File: src/rtl/core/alcm_pkg.sv
// alcm_pkg: shared constants, row record and sequencer states for the
// average-linkage cluster merge block; no dependencies
`default_nettype none
package alcm_pkg;

  localparam int MAX_ITEMS = 64;
  localparam int IDX_W     = $clog2(MAX_ITEMS);
  localparam int CNT_W     = IDX_W + 1;
  localparam int VAL_W     = 16;
  localparam int NODE_W    = 7;
  localparam int SIZE_W    = 7;
  localparam int MAT_AW    = 2 * IDX_W;
  localparam int MAT_DEPTH = MAX_ITEMS * MAX_ITEMS;
  localparam int PROD_W    = VAL_W + SIZE_W;
  localparam int NUM_W     = PROD_W - 1;
  localparam int DCNT_W    = $clog2(NUM_W + 1);
  localparam logic signed [VAL_W-1:0] VAL_MAX = {1'b0, {(VAL_W-1){1'b1}}};

  typedef struct packed {
    logic                    has_best;
    logic signed [VAL_W-1:0] best_val;
    logic [IDX_W-1:0]        best_idx;
    logic [NODE_W-1:0]       owner;
    logic [SIZE_W-1:0]       size;
  } row_ent_t;

  localparam int ROW_W = $bits(row_ent_t);

  typedef enum logic [4:0] {
    S_IDLE,
    S_WR2,
    S_COPY,
    S_INIT_ROW,
    S_SCAN,
    S_SCAN_WR,
    S_SEL_START,
    S_SEL,
    S_SEL_CHK,
    S_KEEP_GOT,
    S_AVG_CHK,
    S_AVG_RA,
    S_AVG_RB,
    S_AVG_SUM,
    S_AVG_DIV,
    S_AVG_W1,
    S_AVG_W2,
    S_RES_RD,
    S_RES_GOT
  } state_t;

endpackage
`default_nettype wire

File: src/rtl/core/alcm_div.sv
// alcm_div: restoring unsigned divider, one quotient bit per cycle
// depends on alcm_pkg
`default_nettype none
module alcm_div (
  input  wire logic                         clk,
  input  wire logic                         rst,
  input  wire logic                         start,
  input  wire logic [alcm_pkg::NUM_W-1:0]   num,
  input  wire logic [alcm_pkg::SIZE_W-1:0]  den,
  output logic                              done,
  output logic      [alcm_pkg::NUM_W-1:0]   quo
);

  logic                             run;
  logic [alcm_pkg::DCNT_W-1:0]      cnt;
  logic [alcm_pkg::SIZE_W-1:0]      rem;
  logic [alcm_pkg::SIZE_W:0]        trial;
  logic                             fits;

  assign trial = {rem, quo[alcm_pkg::NUM_W-1]};
  assign fits  = trial >= {1'b0, den};

  always_ff @(posedge clk) begin
    if (rst) begin
      run  <= 1'b0;
      done <= 1'b0;
      cnt  <= '0;
    end else begin
      done <= 1'b0;
      if (start) begin
        run <= 1'b1;
        cnt <= alcm_pkg::DCNT_W'(alcm_pkg::NUM_W);
      end else if (run) begin
        cnt <= cnt - 1'b1;
        if (cnt == alcm_pkg::DCNT_W'(1)) begin
          run  <= 1'b0;
          done <= 1'b1;
        end
      end
    end
  end

  // datapath, no reset
  always_ff @(posedge clk) begin
    if (start) begin
      rem <= '0;
      quo <= num;
    end else if (run) begin
      rem <= fits ? alcm_pkg::SIZE_W'(trial - {1'b0, den}) : trial[alcm_pkg::SIZE_W-1:0];
      quo <= {quo[alcm_pkg::NUM_W-2:0], fits};
    end
  end

endmodule
`default_nettype wire

File: config.mk
export PLATFORM = sky130hd
export DESIGN_NAME = alcm_div
export DESIGN_NICKNAME = d
export VERILOG_FILES = /design/src/rtl/core/alcm_pkg.sv /design/src/rtl/core/alcm_div.sv
export SDC_FILE = /design/constraint.sdc
export NUM_CORES = 1
export LEC_CHECK = 0
export BUFFER_PORTS_ARGS = -buffer_cell sky130_fd_sc_hd__buf_4
export CORE_ASPECT_RATIO = 0.8
export CORE_MARGIN = 2
export CORE_UTILIZATION = 35
export CTS_BUF_LIST = sky130_fd_sc_hd__clkbuf_16
export CTS_CLUSTER_SIZE = 25
export DETAILED_ROUTE_END_ITERATION = 6
export PLACE_DENSITY_LB_ADDON = 0.05
export SLEW_MARGIN = 10
export SYNTH_ARGS = -nofsm -noshare
export SYNTH_HDL_FRONTEND = slang
export SYNTH_SLANG_ARGS = --single-unit
File: constraint.sdc
create_clock -name clk -period 2.62 [get_ports clk]
set_input_delay 0.262 -clock clk [delete_from_list [all_inputs] [get_ports clk]]
set_output_delay 0.262 -clock clk [all_outputs]
set_load 0.02 [all_outputs]
==> results.py, run 1 <==
metrics = {
    "run_status": {
        "status": "finished, final reports clean",
    },
    "clocking": {
        "clock_path_buffers": 2,
        "clkTransAtPathRegs_ns": 0.06,
        "clkSinkCount": 36,
        "cts_hold_buf": 0,
        "cts_resized": 0,
        "htree_levels": 2,
        "cts_buffers": 5,
        "postCtsSetupBuffers": 0,
        "worstSkewPairLatency_ns": 0.27,
        "cts_tree": "built",
        "root_buffer": "clkbuf_16",
    },
    "floorplanning": {
        "die_w_um": 89.5,
        "core_area_mm2": 0.00556,
        "start_util_pct": 36.9,
        "die_area_mm2": 0.00648,
        "design.portCount": 55,
        "rows": 24,
        "die_h_um": 72.4,
    },
    "drt": {
        "drt-total-wl_mm": 4.60,
        "ant_nets": 0,
        "post-route-drc-count": 0,
        "wl_per_cell_um": 14.7,
        "dr.pass1.iters": 4,
        "route.vias.total": 1568,
        "first_iter_violations": 104,
        "vias_per_cell": 4.99,
    },
    "synthesis": {
        "synth_warnings": 0,
        "avgSynthCellArea_um2": 11.4,
        "synthesis.nets": 222,
        "synth_seq_area_share_pct": 45.9,
        "synth_top_area_share_pct": 32.3,
        "async_flop_share_pct": 0,
        "synth_edf_count": 22,
        "synthFlopType": "edfxtp_1",
        "syn_area_mm2": 0.00205,
        "synth_top_area_cell": "edfxtp_1",
        "post_synth_num_cell_types": 47,
        "syn-instance-count": 180,
        "netlist_top_cells_area": "edfxtp_1 32%, dfxtp_1 14%, mux2_2 12%, ha_1 5.5%, inv_1 2.6%",
        "ys_ff_latch": 36,
    },
    "setup_path": {
        "reg2reg_to": "rem[2]$_SDFFE_PP0P_",
        "required_ns": 2.79,
        "path_depth": 7,
        "rrSetupSlack_ns": 0.48,
        "startpoint_type": "flip-flop",
        "path_max_fanout": 4,
        "worstSetupPathType": "reg2reg",
        "critPathTopFamily": "compound AO/OA/AOI/OAI gates",
        "critPathBufInv": 1,
        "critPathCapture": "rem[2]$_SDFFE_PP0P_",
        "critPathLaunch": "quo[21]$_DFFE_PP_",
        "r2r_start": "quo[21]$_DFFE_PP_",
        "end_kind": "flip-flop",
        "crit_arrival_ns": 2.32,
        "max_stage_delay_ns": 0.40,
        "cp_cell_sequence": "inv_1, ha_1, fa_1, nand2b_2, a211oi_2, o311ai_1, a311oi_1",
        "cpMaxStageDelayCell": "fa_1",
        "r2r_cells": 7,
    },
    "finish": {
        "final_util_pct": 48.4,
        "layoutNonFillerInstCount": 314,
        "drive_gt1_share_pct": 41.9,
        "nets": 277,
        "diodes": 0,
        "area_growth_pct": 31.3,
        "stdcell_area_mm2": 0.00269,
    },
    "timing": {
        "layout_min_cycle_time_ns": 2.14,
        "hold_viol_final": 0,
        "setup_ws_ns": 0.478,
        "finClkSkew_ns": 0.00411,
        "finalCritPeriodShare_pct": 81.8,
        "rsz0062_at_grt": "false",
        "hold_ws_ns": 0.202,
        "tns_ns": 0,
        "worst_pin_slew_ns": 0.458,
        "max_freq_ghz": 0.467,
        "max_slew_margin_pct": 69.4,
        "drv_slew": 0,
        "finalSetupViolCount": 0,
    },
    "place": {
        "dpl-instance-area_mm2": 0.00252,
        "hpwlAfterDp_mm": 3.46,
        "dp.cells": 306,
        "post-place-ws_ns": 0.486,
        "gp_congestion": 0.801,
        "port_buffers": 54,
    },
    "global_route": {
        "grt_max_degree": 31,
        "gr-total-overflow": 0,
        "grt_pass1_vias": 1501,
        "grtUsageTotal_pct": 14.1,
        "grt_antenna_before_repair": 0,
        "grt_pass1_wl_mm": 7.08,
    },
    "power": {
        "p_switching_uw": 442,
        "share_comb_of_total_power_pct": 20.2,
        "power.share.switching_pct": 25.7,
        "seqPwrFrac_pct": 40.6,
        "powerDensity_mw_per_mm2": 639,
        "p_leak_nw": 1.16,
        "power.internal_mw": 1.28,
        "totalPowerFinal_mw": 1.72,
        "ir_drop_mv": 0.333,
        "p_clk_share_pct": 39.2,
    },
    "worst_hold_path": {
        "min_path_type": "in2reg",
    },
    "run": {
        "drv_cap": 0,
    },
}
## synthesized netlist by cell type (all sizes together) (4+ instances only)
library cell	number
nand3	5
and3	8
ha	9
inv	14
a41oi	4
mux2	22
o21ai	6
a211oi	4
clkbuf	4
o31ai	4
a21oi	4
dfxtp	14
nor2b	5
xnor2	5
edfxtp	22
nand2	7
nor3	8
## state kept, by name, indices dropped and copies added, names as in the netlist
| name | cells |
|---|---|
| run | 1 |
| rem | 7 |
| quo | 22 |
| cnt | 5 |
| done | 1 |
## metal layers
| metal | part of all wire [%] | wire length [um] | GRT usage [%] | vias to the layer above |
|---|---|---|---|---|
| li1 | - | - | - | 791 |
| met1 | 49 | 2260 | 19.0 | 727 |
| met2 | 45 | 2080 | 22.5 | 46 |
| met3 | 5.0 | 231 | 4.21 | 4 |
| met4 | 0.67 | 31 | 3.15 | 0 |
| met5 | 0 | 0 | 0 | - |
## cell type report
cell class,count,area [um^2]
Clock buffer,5,125
Clock inverter,3,42.5
Fill cell,513,2870
Inverter,14,52.6
Multi-Input combinational cell,123,1020
Sequential cell,36,941
Tap cell,78,97.6
Timing Repair Buffer,55,413
## power by group through the flow
stage / combinational, mW / clock, mW / sequential [mW]
final: 0.348 / 0.674 / 0.698
after global routing: 0.376 / 0.713 / 0.705
after CTS: 0.349 / 0.688 / 0.699
after detailed placement: 0.347 / 0 / 0.710
after global placement: 0.340 / 0 / 0.708
after floorplan: 0.172 / 0 / 0.748
## worst reg2reg max path, delay by kind of cell, from the launching register on
family,cells,cell delay [ns]
compound gates,3,0.75
flops,1,0.39
simple gates,1,0.23
buf+inv,1,0.06
fa+ha+maj,2,0.61
## cells in the final DEF (no fill, tap or decap), drive strengths merged, types with 2 or more instances in the layout
master	n
dfxtp	14
a21oi	4
xnor2	5
and3	8
nor4b	2
a211oi	4
nor2	3
mux2	22
nand3	5
edfxtp	22
nor3b	2
o31ai	4
nand2b	3
clkbuf	5
buf	55
nand2	7
ha	9
nor2b	5
or2	2
inv	14
o311ai	3
a41oi	4
o21a	2
o21ai	6
nor3	8
## cells by family after synthesis
group	share of synthesized area [%]
compound gates	13.8
xor+xnor	2.57
fa+ha+maj	6.48
buf+inv	4.34
flops	45.9
mux	12.1
simple gates	14.8
## worst min path at each step
| stage | from | endpoint | slack, ns | depth (start not counted) |
|---|---|---|---|---|
| floorplan | rst | cnt[1]$_SDFFE_PP0P_ | 0.33 | 1 |
| global placement | rst | cnt[2]$_SDFFE_PP0P_ | 0.48 | 2 |
| detailed placement | rst | cnt[2]$_SDFFE_PP0P_ | 0.48 | 2 |
| CTS | rst | run$_SDFF_PP0_ | 0.19 | 2 |
| global route | rst | cnt[4]$_SDFFE_PP0P_ | 0.20 | 2 |
| finish | rst | run$_SDFF_PP0_ | 0.20 | 2 |
Power figures use the tool's default switching activity.
==> run 2: changes to the inputs <==
--- a/config.mk
+++ b/config.mk
@@ -5,6 +5,7 @@
 export SDC_FILE = /design/constraint.sdc
 export NUM_CORES = 1
 export LEC_CHECK = 0
+export ABC_AREA = 1
 export BUFFER_PORTS_ARGS = -buffer_cell sky130_fd_sc_hd__buf_4
 export CORE_ASPECT_RATIO = 0.8
 export CORE_MARGIN = 2
==> constraint.sdc (replaced) <==
create_clock -name clk -period 2 [get_ports clk]
set_input_delay 0.2 -clock clk [delete_from_list [all_inputs] [get_ports clk]]
set_output_delay 0.2 -clock clk [all_outputs]
set_load 0.02 [all_outputs]
==> run 2 against run 1 <==
  * Routed wire length decreased by 4.1%
  * Register-to-register slack got worse by 0.29 ns
  * Sequential share of layout area increased by 0.75 points
  * Synthesized cell count increased by 41%
  * Die area decreased by 2.8%
  * Cell area decreased by 2.1%
  * First-iteration DRC count decreased by 18%
  * Hold slack got worse by 0.10 ns
  * Clock power increased by 8.2%
  * Sequential cell count unchanged
  * Critical endpoint is now rem[5]$_SDFFE_PP0P_
  * Largest cell class is now flip-flops and latches
==> results.py, run 2 <==
metrics = {
    "run_status": {
        "status": "finished, final reports clean",
    },
    "synthesis": {
        "syn-instance-count": 253,
        "netlist_top_cells_area": "edfxtp_1 33%, nand2_1 21%, dfxtp_1 14%, inv_1 5.9%, ha_1 5.7%",
        "synthesis.nets": 295,
        "post_synth_num_cell_types": 26,
        "synth_top_area_share_pct": 33.2,
        "synth_warnings": 0,
        "syn_area_mm2": 0.00199,
        "synth_seq_area_share_pct": 47.3,
        "ys_ff_latch": 36,
        "yosysMostFrequentCell": "nand2_1",
        "synthTopCellsByCount": "113 x nand2_1, 31 x inv_1, 22 x edfxtp_1",
        "avgSynthCellArea_um2": 7.86,
        "synth_edf_count": 22,
        "synth_top_area_cell": "edfxtp_1",
        "synthFlopType": "edfxtp_1",
        "async_flop_share_pct": 0,
    },
    "setup_path": {
        "required_ns": 2.17,
        "path_max_fanout": 7,
        "startpoint_type": "flip-flop",
        "r2r_cells": 11,
        "crit_arrival_ns": 1.98,
        "worstSetupPathType": "reg2reg",
        "end_kind": "flip-flop",
    },
    "clocking": {
        "cts_buffers": 5,
        "clock_path_buffers": 2,
        "htree_levels": 2,
        "root_buffer": "clkbuf_16",
        "cts_tree": "built",
        "worstSkewPairLatency_ns": 0.28,
        "clkTransAtPathRegs_ns": 0.06,
        "clkSinkCount": 36,
    },
    "finish": {
        "final_common_cell": "nand2_1",
        "fill_cells": 581,
        "largest_reg_flops": 22,
        "layout_common_cells": "112 x nand2_1, 57 x buf_4, 33 x inv_1",
        "largestRegisters": "quo (22), rem (7), cnt (5)",
        "largest-register": "quo",
        "diodes": 0,
        "nets": 354,
        "drive_gt1_share_pct": 23.0,
        "area_growth_pct": 32.5,
    },
    "drt": {
        "post-route-drc-count": 0,
        "drt-total-wl_mm": 4.41,
        "met2_length_mm": 1.80,
        "top_layer": "met4",
        "wl_per_cell_um": 11.3,
        "first_iter_violations": 85,
        "ant_nets": 0,
        "route.vias.total": 1717,
        "wl_met3_um": 280,
        "vias_per_cell": 4.39,
        "routedLengthMet1_mm": 2.28,
        "dr.pass1.iters": 5,
    },
    "power": {
        "powerDensity_mw_per_mm2": 782,
        "totalPowerFinal_mw": 2.06,
        "ir_drop_mv": 0.533,
        "p_leak_nw": 1.37,
    },
    "global_route": {
        "grt_pass1_vias": 1568,
        "grt_antenna_before_repair": 0,
        "grt_pass1_wl_mm": 7.39,
        "gr-total-overflow": 0,
        "grt_max_degree": 26,
        "grtUsageTotal_pct": 15.2,
    },
    "timing": {
        "finClkSkew_ns": 0.00410,
        "hold_viol_final": 0,
        "max_slew_margin_pct": 72.0,
        "tns_ns": 0,
        "rsz0062_at_grt": "false",
        "layout_min_cycle_time_ns": 1.81,
        "worst_pin_slew_ns": 0.420,
        "max_freq_ghz": 0.552,
        "finalSetupViolCount": 0,
        "drv_slew": 0,
        "hold_ws_ns": 0.0975,
        "finalCritPeriodShare_pct": 90.6,
    },
    "floorplanning": {
        "die_h_um": 71.4,
        "core_area_mm2": 0.00547,
        "design.portCount": 55,
        "die_area_mm2": 0.00630,
        "rows": 24,
        "start_util_pct": 36.4,
        "die_w_um": 88.3,
    },
    "place": {
        "hpwlAfterDp_mm": 3.41,
        "port_buffers": 54,
        "gp_congestion": 0.826,
    },
    "run": {
        "drv_cap": 0,
    },
    "worst_hold_path": {
        "min_path_type": "in2reg",
        "hold_depth": 2,
    },
}
-- run 2: cell types whose count changed in the layout (fill, tap and decap cells not counted), moves of 6 or more --
cell,delta
and3_1,-6
inv_1,+19
mux2_2,-22
nand2_1,+105
nand3_1,+14
nor2_1,+9
nor3_1,-6
-- run 2: path summary, 6_finish.rpt --
check | startpoint | to | slack (ns)
max | quo[21]$_DFFE_PP_ | rem[5]$_SDFFE_PP0P_ | 0.19
min | rst | cnt[4]$_SDFFE_PP0P_ | 0.1
max reg2reg | quo[21]$_DFFE_PP_ | rem[5]$_SDFFE_PP0P_ | 0.19
min reg2reg | cnt[4]$_SDFFE_PP0P_ | cnt[4]$_SDFFE_PP0P_ | 0.47
-- run 2: logic make-up after synthesis --
logic type / count (synthesis) / share of synthesized area [%]
simple gates: 157 / 34.0
buf+inv: 38 / 7.24
flops: 36 / 47.3
compound gates: 10 / 3.84
fa+ha+maj: 10 / 6.67
xor+xnor: 2 / 0.881
-- run 2: final cells by class --
| cell class | count | area, um^2 | area share [%] |
|---|---|---|---|
| repair buffers | 57 | 428 | 16.2 |
| clock inverters | 3 | 12.5 | 0.475 |
| clock buffers | 5 | 125 | 4.75 |
| flip-flops and latches | 36 | 941 | 35.7 |
| well taps | 78 | 97.6 | 3.71 |
| inverters | 33 | 124 | 4.70 |
| multi-input cells | 179 | 906 | 34.4 |
-- run 2: through the flow --
step | std cells | setup WS [ns] | utilization [%] | instance area [um^2]
3_5_place_dp | 383 | 0.0898 | 45.6 | 2490
3_3_place_gp | 383 | 0.176 | 45.6 | 2490
4_1_cts | 391 | 0.0877 | 48.1 | 2630
6_report | 391 | 0.189 | 48.2 | 2630
5_1_grt | 391 | 0.0261 | 48.2 | 2630
2_1_floorplan | 253 | 0.156 | - | 1990
-- run 2: power by group --
part	internal (mW)	switching, mW
Combinational	0.182	0.247
Clock	0.450	0.280
Sequential	0.865	0.0364
Total	1.50	0.564
-- run 2: repair_timing --
item / CTS / global route
buffers inserted: 0 / 0
endpoints found under the setup margin: 0 / 8
hold buffers: 0 / 0
gates resized for setup: 0 / 1
-- run 2: worst max-delay path, cell delays in order, from the launching register on --
cell and delay [ns]:
edfxtp_1 0.34, inv_1 0.06, ha_1 0.21, fa_1 0.40, inv_1 0.09, nand2_1 0.05
nand2_1 0.07, nand3_1 0.12, nand3_4 0.13, nand3_1 0.11, nand3_1 0.08, nand2_1 0.04
-- run 2: metal layers --
metal / up-vias / GRT usage (%)
li1: 924 / -
met1: 754 / 22.9
met2: 33 / 20.5
met3: 6 / 5.76
met4: 0 / 3.54
met5: - / 0
==> run 3: changes to the inputs <==
--- a/config.mk
+++ b/config.mk
@@ -13,6 +13,7 @@
 export CTS_BUF_LIST = sky130_fd_sc_hd__clkbuf_16
 export CTS_CLUSTER_SIZE = 25
 export DETAILED_ROUTE_END_ITERATION = 6
+export HOLD_SLACK_MARGIN = 0.12
 export PLACE_DENSITY_LB_ADDON = 0.05
 export SLEW_MARGIN = 10
 export SYNTH_ARGS = -nofsm -noshare
==> run 3 against run 2 <==
  * Clock skew barely moved
  * Sequential share of layout area fell by 0.14 points
  * Fmax barely moved
  * Cell count rose by 0.26%
  * Critical path type unchanged
  * Largest cell class unchanged
  * Highest routed layer unchanged
==> results.py, run 3 (synthesized netlist as in run 2, its figures left out) <==
metrics = {
    "run_status": {
        "status": "finished, final reports clean",
    },
    "setup_path": {
        "required_ns": 2.17,
        "critPathBufInv": 2,
        "max_stage_delay_ns": 0.40,
        "cpMaxStageDelayCell": "fa_1",
        "cp_cell_sequence": "inv_1, ha_1, fa_1, inv_1, nand2_1, nand2_1, nand3_1, nand3_4, nand3_1, nand3_1, nand2_1",
        "crit_arrival_ns": 1.98,
        "worstSetupPathType": "reg2reg",
        "end_kind": "flip-flop",
        "startpoint_type": "flip-flop",
        "path_max_fanout": 7,
        "critPathTopFamily": "adder cells",
    },
    "clocking": {
        "clkTransAtPathRegs_ns": 0.06,
        "postCtsSetupBuffers": 0,
        "clkSinkCount": 36,
        "cts_tree": "built",
        "worstSkewPairLatency_ns": 0.28,
        "root_buffer": "clkbuf_16",
        "clock_path_buffers": 2,
        "htree_levels": 2,
        "cts_buffers": 5,
    },
    "timing": {
        "max_freq_ghz": 0.552,
        "layout_min_cycle_time_ns": 1.81,
        "rsz0062_at_grt": "false",
        "tns_ns": 0,
        "drv_slew": 0,
        "finClkSkew_ns": 0.00410,
        "hold_viol_final": 0,
        "hold_ws_ns": 0.190,
        "max_slew_margin_pct": 71.9,
        "worst_pin_slew_ns": 0.420,
        "finalCritPeriodShare_pct": 90.6,
        "finalSetupViolCount": 0,
    },
    "drt": {
        "wl_per_cell_um": 11.3,
        "ant_nets": 0,
        "dr.pass1.iters": 4,
        "route.vias.total": 1723,
        "post-route-drc-count": 0,
        "vias_per_cell": 4.40,
        "first_iter_violations": 80,
        "drt-total-wl_mm": 4.42,
    },
    "place": {
        "dp.cells": 383,
        "gp_congestion": 0.826,
        "port_buffers": 54,
        "hpwlAfterDp_mm": 3.41,
    },
    "floorplanning": {
        "die_area_mm2": 0.00630,
        "rows": 24,
        "design.portCount": 55,
        "die_h_um": 71.4,
        "start_util_pct": 36.4,
        "die_w_um": 88.3,
        "core_area_mm2": 0.00547,
    },
    "power": {
        "p_clk_share_pct": 35.4,
        "share_comb_of_total_power_pct": 20.9,
        "ir_drop_mv": 0.533,
        "p_switching_uw": 564,
        "seqPwrFrac_pct": 43.7,
        "powerDensity_mw_per_mm2": 780,
        "power.share.switching_pct": 27.4,
        "power.internal_mw": 1.50,
        "p_leak_nw": 1.37,
    },
    "finish": {
        "nets": 355,
        "largestRegisters": "quo (22), rem (7), cnt (5)",
        "largest_reg_flops": 22,
        "largest-register": "quo",
        "layout_common_cells": "112 x nand2_1, 57 x buf_4, 33 x inv_1",
        "diodes": 0,
        "area_growth_pct": 33.0,
        "layoutNonFillerInstCount": 392,
        "drive_gt1_share_pct": 22.9,
        "final_common_cell": "nand2_1",
        "final_util_pct": 48.4,
    },
    "global_route": {
        "grtUsageTotal_pct": 15.2,
        "grt_antenna_before_repair": 0,
        "grt_pass1_vias": 1580,
        "gr-total-overflow": 0,
        "grt_max_degree": 26,
        "grt_pass1_wl_mm": 7.42,
    },
    "worst_hold_path": {
        "min_path_type": "in2reg",
    },
    "run": {
        "drv_cap": 0,
    },
}
run 3: changes by cell type in the layout (fill, tap and decap cells not counted):
cell,delta
dlygate4sd3_1,+1
run 3: per-layer routing:
layer / share of wire (%) / global-route usage, % / up-vias
met2: 41 / 20.6 / 33
met3: 6.2 / 5.76 / 6
met5: 0 / 0 / -
li1: - / - / 926
met1: 52 / 22.9 / 758
met4: 1.0 / 3.54 / 0
run 3: path summary, 6_finish.rpt:
kind / startpoint / to / slack (ns) / cells after the start
setup reg to reg: quo[21]$_DFFE_PP_ / rem[5]$_SDFFE_PP0P_ / 0.19 / 11
hold reg to reg: cnt[4]$_SDFFE_PP0P_ / cnt[4]$_SDFFE_PP0P_ / 0.47 / 2
setup / recovery: quo[21]$_DFFE_PP_ / rem[5]$_SDFFE_PP0P_ / 0.19 / 11
hold / removal: num[18] / quo[18]$_DFFE_PP_ / 0.19 / 3
run 3: final cells by class:
| type | instances | area [um^2] |
|---|---|---|
| fillers | 582 | 2820 |
| multi-input cells | 179 | 906 |
| inverters | 33 | 124 |
| flip-flops and latches | 36 | 941 |
| well taps | 78 | 97.6 |
| repair buffers | 58 | 438 |
| clock inverters | 3 | 12.5 |
| clock buffers | 5 | 125 |
run 3: repair_timing:
| action | CTS | global route |
|---|---|---|
| endpoints found under the hold margin | 2 | 0 |
| resized for setup | 0 | 1 |
| hold buffers | 1 | 0 |
| setup endpoints to repair | 0 | 8 |
run 3: per-stage QoR:
step | power (mW) | setup slack (ns) | area [um^2]
2_1_floorplan | 1.17 | 0.156 | 1990
3_3_place_gp | 1.35 | 0.176 | 2490
3_5_place_dp | 1.35 | 0.0898 | 2490
4_1_cts | 2.08 | 0.0877 | 2640
5_1_grt | 2.18 | 0.0261 | 2640
6_report | 2.06 | 0.187 | 2640
run 3: power by group through the flow:
stage | clock network (mW) | registers (mW) | logic, mW
6_report | 0.729 | 0.901 | 0.431
5_1_grt | 0.782 | 0.910 | 0.484
4_1_cts | 0.746 | 0.901 | 0.437
3_5_place_dp | 0 | 0.915 | 0.434
3_3_place_gp | 0 | 0.917 | 0.432
2_1_floorplan | 0 | 0.969 | 0.203
run 3: worst register-to-register path: stages (launching register included):
cell	delay, ns
edfxtp_1	0.34
inv_1	0.06
ha_1	0.21
fa_1	0.40
inv_1	0.09
nand2_1	0.05
nand2_1	0.07
nand3_1	0.12
nand3_4	0.13
nand3_1	0.11
nand3_1	0.08
nand2_1	0.04
